<file path="src/sv/midi_track_event_parser_top_assert.svh">
// ---------------------------------------------------------------------------
// midi track event parser assertion macros
// shared concurrent assertion wrappers, clocked on clk; MTEP_ASSERT is disabled by rst, MTEP_ASSERT_ALWAYS is not
// ---------------------------------------------------------------------------
`ifndef MIDI_TRACK_EVENT_PARSER_TOP_ASSERT_SVH
`define MIDI_TRACK_EVENT_PARSER_TOP_ASSERT_SVH
`ifndef ASSERT_OFF
`define MTEP_ASSERT(label, prop) \
  label: assert property (@(posedge clk) disable iff (rst) prop) \
    else $error("mtep assertion failed");
`define MTEP_ASSERT_ALWAYS(label, prop) \
  label: assert property (@(posedge clk) prop) \
    else $error("mtep assertion failed");
`else
`define MTEP_ASSERT(label, prop)
`define MTEP_ASSERT_ALWAYS(label, prop)
`endif
`endif

</file>
<file path="src/sv/mtep_pkg.sv">
// ---------------------------------------------------------------------------
// mtep_pkg
// types and constants shared by the midi track event parser
// ---------------------------------------------------------------------------
`default_nettype none
package mtep_pkg;
  localparam int TICK_W = 32;
  localparam int NOTE_W = 7;
  localparam int CH_W   = 4;
  localparam int ADDR_W = CH_W + NOTE_W;
  localparam int DEPTH  = 1 << ADDR_W;

  localparam logic [3:0] PH_DELTA     = 4'd0;
  localparam logic [3:0] PH_STATUS    = 4'd1;
  localparam logic [3:0] PH_META_TYPE = 4'd2;
  localparam logic [3:0] PH_META_LEN  = 4'd3;
  localparam logic [3:0] PH_SYSEX_LEN = 4'd4;
  localparam logic [3:0] PH_SKIP      = 4'd5;
  localparam logic [3:0] PH_TEMPO     = 4'd6;
  localparam logic [3:0] PH_DATA1     = 4'd7;
  localparam logic [3:0] PH_DATA2     = 4'd8;

  localparam logic [7:0] ST_META     = 8'hFF;
  localparam logic [7:0] ST_SYSEX    = 8'hF0;
  localparam logic [7:0] ST_SYSEX_CONT = 8'hF7;
  localparam logic [7:0] META_TEMPO  = 8'h51;
  localparam logic [31:0] TEMPO_LEN  = 32'd3;
  localparam logic [3:0] MSG_NOTE_OFF = 4'h8;
  localparam logic [3:0] MSG_NOTE_ON  = 4'h9;
  localparam logic [3:0] MSG_PROGRAM  = 4'hC;
  localparam logic [3:0] MSG_PRESSURE = 4'hD;

  localparam logic KIND_NOTE  = 1'b0;
  localparam logic KIND_TEMPO = 1'b1;

  typedef struct packed {
    logic              valid;
    logic [TICK_W-1:0] start;
    logic [6:0]        vel;
    logic [6:0]        prog;
  } entry_t;

  typedef struct packed {
    logic              note_en;
    logic              note_off;
    logic [ADDR_W-1:0] idx;
    logic [TICK_W-1:0] tick;
    logic [6:0]        vel;
    logic [6:0]        prog;
    logic              tempo_en;
    logic [23:0]       tempo;
  } event_t;

  typedef struct packed {
    logic [6:0]        pad;
    logic [23:0]       tempo_us;
    logic [6:0]        program_number;
    logic [3:0]        channel_index;
    logic [6:0]        note_velocity;
    logic [6:0]        note_number;
    logic [TICK_W-1:0] tick_off;
    logic [TICK_W-1:0] tick_on;
  } out_data_t;
endpackage
`default_nettype wire

</file>
<file path="src/sv/mtep_parser.sv">
// ---------------------------------------------------------------------------
// mtep_parser
// byte-level track parser: delta times, running status, skipping, events
// ---------------------------------------------------------------------------
`default_nettype none
module mtep_parser import mtep_pkg::*; (
  input  wire logic       clk,
  input  wire logic       rst,
  input  wire logic       accept,
  input  wire logic [7:0] data_byte,
  input  wire logic       new_track,
  input  wire logic       file_start,
  output event_t          ev
);
  logic [3:0]        phase, p;
  logic [TICK_W-1:0] tick, t;
  logic [31:0]       vlq, v, acc7;
  logic [7:0]        rs, r;
  logic [7:0]        meta, m;
  logic [31:0]       skip, s;
  logic [23:0]       held, h;
  logic [6:0]        progs [16];
  logic              prog_wr;
  logic              is_meta;

  always_comb begin
    p = phase; t = tick; v = vlq; r = rs; m = meta; s = skip; h = held;
    prog_wr = 1'b0;
    is_meta = 1'b0;
    ev = '0;
    if (new_track || file_start) begin
      p = PH_DELTA; t = '0; v = '0; r = '0; m = '0; s = '0; h = '0;
    end
    acc7 = {v[24:0], data_byte[6:0]};
    case (p)
      PH_DELTA: begin
        v = acc7;
        if (!data_byte[7]) begin
          t = t + acc7;
          v = '0;
          p = PH_STATUS;
        end
      end
      PH_STATUS, PH_DATA1: begin
        if (p == PH_STATUS && data_byte[7]) begin
          if (data_byte == ST_META) begin
            r = '0;
            p = PH_META_TYPE;
          end else if (data_byte == ST_SYSEX || data_byte == ST_SYSEX_CONT) begin
            r = '0;
            v = '0;
            p = PH_SYSEX_LEN;
          end else begin
            r = data_byte;
            p = PH_DATA1;
          end
        end else begin
          h = {17'd0, data_byte[6:0]};
          if (r[7:4] == MSG_PROGRAM || r[7:4] == MSG_PRESSURE) begin
            prog_wr = (r[7:4] == MSG_PROGRAM);
            p = PH_DELTA;
          end else begin
            p = PH_DATA2;
          end
        end
      end
      PH_META_TYPE: begin
        m = data_byte;
        v = '0;
        p = PH_META_LEN;
      end
      PH_META_LEN, PH_SYSEX_LEN: begin
        is_meta = (p == PH_META_LEN);
        v = acc7;
        if (!data_byte[7]) begin
          v = '0;
          s = acc7;
          h = '0;
          if (acc7 == '0) p = PH_DELTA;
          else if (is_meta && m == META_TEMPO && acc7 == TEMPO_LEN) p = PH_TEMPO;
          else p = PH_SKIP;
        end
      end
      PH_SKIP: begin
        s = s - 32'd1;
        if (s == '0) p = PH_DELTA;
      end
      PH_TEMPO: begin
        h = {h[15:0], data_byte};
        s = s - 32'd1;
        if (s == '0) begin
          p = PH_DELTA;
          ev.tempo_en = 1'b1;
          ev.tempo = h;
          ev.tick = t;
        end
      end
      PH_DATA2: begin
        p = PH_DELTA;
        if (r[7:4] == MSG_NOTE_OFF || r[7:4] == MSG_NOTE_ON) begin
          ev.note_en  = 1'b1;
          ev.note_off = (r[7:4] == MSG_NOTE_OFF) || (data_byte[6:0] == 7'd0);
          ev.idx      = {r[3:0], h[6:0]};
          ev.tick     = t;
          ev.vel      = data_byte[6:0];
          ev.prog     = progs[r[3:0]];
        end
      end
      default: p = PH_DELTA;
    endcase
  end

  always_ff @(posedge clk) begin
    if (rst) begin
      phase <= PH_DELTA; tick <= '0; vlq <= '0; rs <= '0;
      meta <= '0; skip <= '0; held <= '0;
      for (int i = 0; i < 16; i++) progs[i] <= '0;
    end else if (accept) begin
      phase <= p; tick <= t; vlq <= v; rs <= r;
      meta <= m; skip <= s; held <= h;
      if (file_start) begin
        for (int i = 0; i < 16; i++) progs[i] <= '0;
      end else if (prog_wr) begin
        progs[r[3:0]] <= h[6:0];
      end
    end
  end
endmodule
`default_nettype wire

</file>
<file path="config.mk">
export PLATFORM = sky130hd
export DESIGN_NAME = mtep_parser
export DESIGN_NICKNAME = d
export VERILOG_FILES = /design/src/sv/midi_track_event_parser_top_assert.svh /design/src/sv/mtep_pkg.sv /design/src/sv/mtep_parser.sv
export SDC_FILE = /design/constraint.sdc
export NUM_CORES = 1
export LEC_CHECK = 0
export BUFFER_PORTS_ARGS = -buffer_cell sky130_fd_sc_hd__buf_2
export CORE_UTILIZATION = 54
export CTS_CLUSTER_SIZE = 28
export DETAILED_ROUTE_END_ITERATION = 10
export PLACE_DENSITY = 0.72
export SLEW_MARGIN = 30
export SYNTH_ARGS = -nofsm -noshare
export SYNTH_HDL_FRONTEND = slang
export SYNTH_SLANG_ARGS = --single-unit
</file>
<file path="constraint.sdc">
create_clock -name clk -period 6.7 [get_ports clk]
set_input_delay 0.67 -clock clk [delete_from_list [all_inputs] [get_ports clk]]
set_output_delay 0.67 -clock clk [all_outputs]
set_load 0.005 [all_outputs]
</file>
Word level (Yosys, flattened, before mapping)

Memory sizes are Yosys's and may differ from the RTL's.
Index checks and enable logic that the tools add are counted.

Register bits: 140
Logic and storage cells: 134
Bits in writable memories: 112
Output and inout port bits: 84
Memories kept: 1

Equality and inequality tests: 17
Add/subtract/negate cells: 2
Reduce and logical (&&, ||, !) cells: 17
Muxes and demuxes: 74
Bitwise operators: 16

Memory list:

| name  | words | bits a word | rd ports | clocked after Yosys merged registers in | write ports | RTL line          | RTL |
|---|---|---|---|---|---|---|---|
| progs | 16    | 7           | 1        | 0                                       | 16          | mtep_parser.sv:22 | `logic [6:0] progs [16];` |

Operator list:

| cell                    | number |
|---|---|
| $mux W32                | 11 |
| $pmux W32 S2            | 2 |
| $mux W7                 | 17 |
| $pmux W32 S3            | 1 |
| $mux W24                | 3 |
| $pmux W24 S3            | 1 |
| $logic_not A32 Y1       | 2 |
| $mux W59                | 1 |
| $mux W8                 | 7 |
| $mux W25                | 2 |
| $add A32 B32 Y32        | 1 |
| $eq A32 B2 Y1 const B   | 1 |
| $sub A32 B1 Y32 const B | 1 |
| $mux W4                 | 7 |
| $eq A8 B8 Y1 const B    | 3 |
| $eq A4 B4 Y1 const B    | 5 |
| $pmux W4 S5             | 1 |
| $eq A4 B3 Y1 const B    | 4 |
| $or A1 B1 Y1            | 16 |
| $mux W1                 | 15 |
| $mux W14                | 1 |
| $mux W13                | 1 |
| $eq A4 B2 Y1 const B    | 2 |
| $eq A8 B7 Y1 const B    | 1 |
| 10 further kinds        | 20 |

Depth between registers and ports, before layout

Depth in word-level cells: 14
Gate-level depth with buffers: 21

Worst setup path after synthesis

Ideal clock, no wire load.

Path kind: input port to output port
Start: in new_track
End: out ev[39] (netlist bit)
Buffers on the path: 9
Data arrival time: 4.610 ns
Slack: 1.420 ns
Required time: 6.030 ns
Cell stages on the path: 21
Cells stage by stage: nor2_1 > clkbuf_8 > clkbuf_8 > clkbuf_1 > clkbuf_8 > clkbuf_1 > clkbuf_1 > clkbuf_1 > nand2_1 > ha_1 > buf_6 > inv_1 > nor2_1 > a311oi_1 > o22ai_1 > nor4b_1 > nand4_1 > nor4_4 > nor2_1 > buf_2 > nor2b_1

RTL lines:

| element     | RTL line          | RTL |
|---|---|---|
| from (decl) | mtep_parser.sv:11 | `input wire logic new_track,` |
| to (decl)   | mtep_parser.sv:13 | `output event_t ev` |

==> qor.csv <==
metric;value;unit
run_status;finished, final reports clean;
clock.fmax;177;MHz
path_class;reg2out;
die_area;26900;um^2
crit_path_top_delay_cell;nor4_1;
die_h;164;um
detailroute.wirelength.met3;3.52;mm
antenna_found_initial;0;
detail_route.first_pass.iterations;6;
rsz0062_at_grt;no;
static-leakage-power;6.05;nW
routed_wl;41.5;mm
placeableCoreArea;25500;um^2
synth_top_flop_cell;dfxtp_1;
slowest_delay;0.74;ns
dp_hpwl;27.8;mm
synth_top_cells_by_count;nor2_1, nand2_1, dfxtp_1;
measured_slew_at_the_worst_slew_check_pin;0.902;ns
synth_enable_flop_cells;112;
detail-route-antenna-nets;0;
synth_most_common_cell;nor2_1;
cts_buffers;28;
start_util;0.557;
multi_input_comb_area;7740;um^2
startpoint_type;flip-flop;
yosysTopAreaCell;edfxtp_1;
cells_after_synthesis;1652;
synth_top_area_share;0.237;
ios;97;
seqCellArea;5870;um^2
syn_area_per_cell;8.59;um^2
crit_chain;or3_1 -> nor3_1 -> nand3_1 -> nor4_1 -> xnor2_1 -> nand4_1 -> nor4_4 -> nor2_2 -> buf_4 -> nor2b_1 -> buf_2;
timing.max_cap.violations;0;
critical_path.n_buffers_inverters;2;
synth.ff_latch_count;237;
setup_violations;0;
timing.setup.tns;0;ns
seq_area_frac_synth;0.413;
wl_met2;18.6;mm
tritoncts;yes;
num_vias;13000;
clk-insertion-delay-late;0.54;ns
synth_top_cells_by_area;edfxtp_1, dfxtp_1, nor2_1, a22oi_1, and2_1;
postCtsSetupBuffers;0;
htreeDepth;1;
crit_path_end_kind;output pin;
synth.lib_cells_used.distinct;83;
top_layer;met4;
cts.sinks;237;
worst-endpoint-required;6.03;ns
critPathArrivalTime;4.97;ns
wl_met1;18.3;mm
global_route_wire_length_before_repair;65.0;mm
drt-wirelength-per-cell;20.4;um
area_delta_synth_final;9.92;%
crit_fanout;30;
grt_pass1_vias;11900;
globalRouteTotalUtil;0.305;
drive_gt1_frac;0.120;
synth_async_sr_flop_share;0;
detail_route.drc_violations;0;
peakVddDrop;0.213;mV
clock_path_buffers;3;
max_slew_margin;0.397;
worstHoldPathType;reg2reg;
ys_warn_count;0;
fp-row-count;58;
n_fill_cell;2213;
synth_nets;1699;
drt-vias-per-instance;6.40;
layout.nets;1729;
synth.cell_area;14200;um^2
period_needed;5.64;ns
period_share;0.842;
die-width;164;um
power.density;213;nW/um^2
gp_routability_congestion;0.978;
cp_top_family;simple AND/OR/NAND/NOR gates;
slew_viol_final;0;
buffer_ports.inserted;96;
clock_tree.root_cell;clkbuf_16;
grt.overflow.total;0;
totalPowerFinal;3.32;mW
clock-skew-final;0.0143;ns
timing.final.hold_violations;0;
clock_input_transition_at_the_sequential_cells_of_the_worst_setup_and_hold_paths;0.06;ns
drtIter0Drc;1401;
total_of_hold_buffers_inserted_after_clock_tree_synthesis;0;
n_antenna_cell;0;
cts.repair.resized;0;
maximum_number_of_pins_on_one_net_before_global_route_repair;89;
==> kinds of logic (layout without fill, tap and decap cells) <==
kind of cell,Yosys count,count (layout),synth area share
and+or+nand+nor,742,742,0.254
AOI/OAI and AO/OA,433,433,0.207
DFF,237,237,0.413
buffers and inverters,134,183,0.0432
muxes,43,43,0.0342
adders and majority gates,34,34,0.0305
xor gates and xnor gates,29,29,0.0179
==> state kept, by name (all words and copies together), names as in the netlist <==
register / flops
tick: 32
meta: 8
skip: 32
phase: 4
held: 16
vlq: 25
progs: 112
rs: 8
==> metal layers <==
layer | global-route usage | vias up
li1 | - | 6122
met1 | 0.438 | 6187
met2 | 0.474 | 598
met3 | 0.0417 | 87
met4 | 0.0972 | 0
met5 | 0 | -
==> cells in the final DEF, fill, tap and decap left out, types with 42 or more instances in the layout <==
master / synthesis / final
nor2_1: 294 / 290
nand2_1: 135 / 135
dfxtp_1: 125 / 124
edfxtp_1: 112 / 112
buf_2: 3 / 95
and2_1: 85 / 85
a21oi_1: 82 / 81
o21ai_0: 79 / 79
a22oi_1: 79 / 79
nor2b_1: 43 / 42
==> cell type report <==
cell class	instances	area share
clock buffers	42	0.0509
clock inverters	7	0.00417
inverters	13	0.00313
multi-input cells	1281	0.496
flip-flops and latches	237	0.376
well taps	330	0.0265
repair buffers	121	0.0430
==> through the flow <==
step / util / std cells / area [um^2] / setup WS [ns] / hold WS, ns
2_1_floorplan: - / 1652 / 14200 / 1.42 / 0.425
4_1_cts: 0.613 / 2031 / 15600 / 1.12 / 0.455
6_report: 0.613 / 2031 / 15600 / 1.06 / 0.463
3_5_place_dp: 0.579 / 1982 / 14700 / 1.32 / 0.442
5_1_grt: 0.613 / 2031 / 15600 / 0.788 / 0.489
3_3_place_gp: 0.578 / 1982 / 14700 / 1.44 / 0.434
==> tightest hold or removal path, cell delays in order (launching register included) <==
cell     delay (ns)
dfxtp_1        0.31
nand2_1        0.05
a21oi_1        0.05
==> final timing paths <==
kind	cells after the start	from	endpoint	slack [ns]
setup / recovery	11	skip[2]$_SDFFE_PP0P_	ev[65]	1.06
hold / removal	2	tick[18]$_SDFFE_PP0P_	tick[18]$_SDFFE_PP0P_	0.46
setup reg to reg	9	skip[2]$_SDFFE_PP0P_	phase[1]$_SDFFE_PP0P_	2.35
hold reg to reg	2	tick[18]$_SDFFE_PP0P_	tick[18]$_SDFFE_PP0P_	0.46
==> report_power, final <==
part / switching [mW] / internal (mW)
Clock: 0.590 / 0.851
Combinational: 0.203 / 0.0861
Sequential: 0.0335 / 1.56
Total: 0.826 / 2.50
Note: power is estimated with default switching activity, not from simulation.
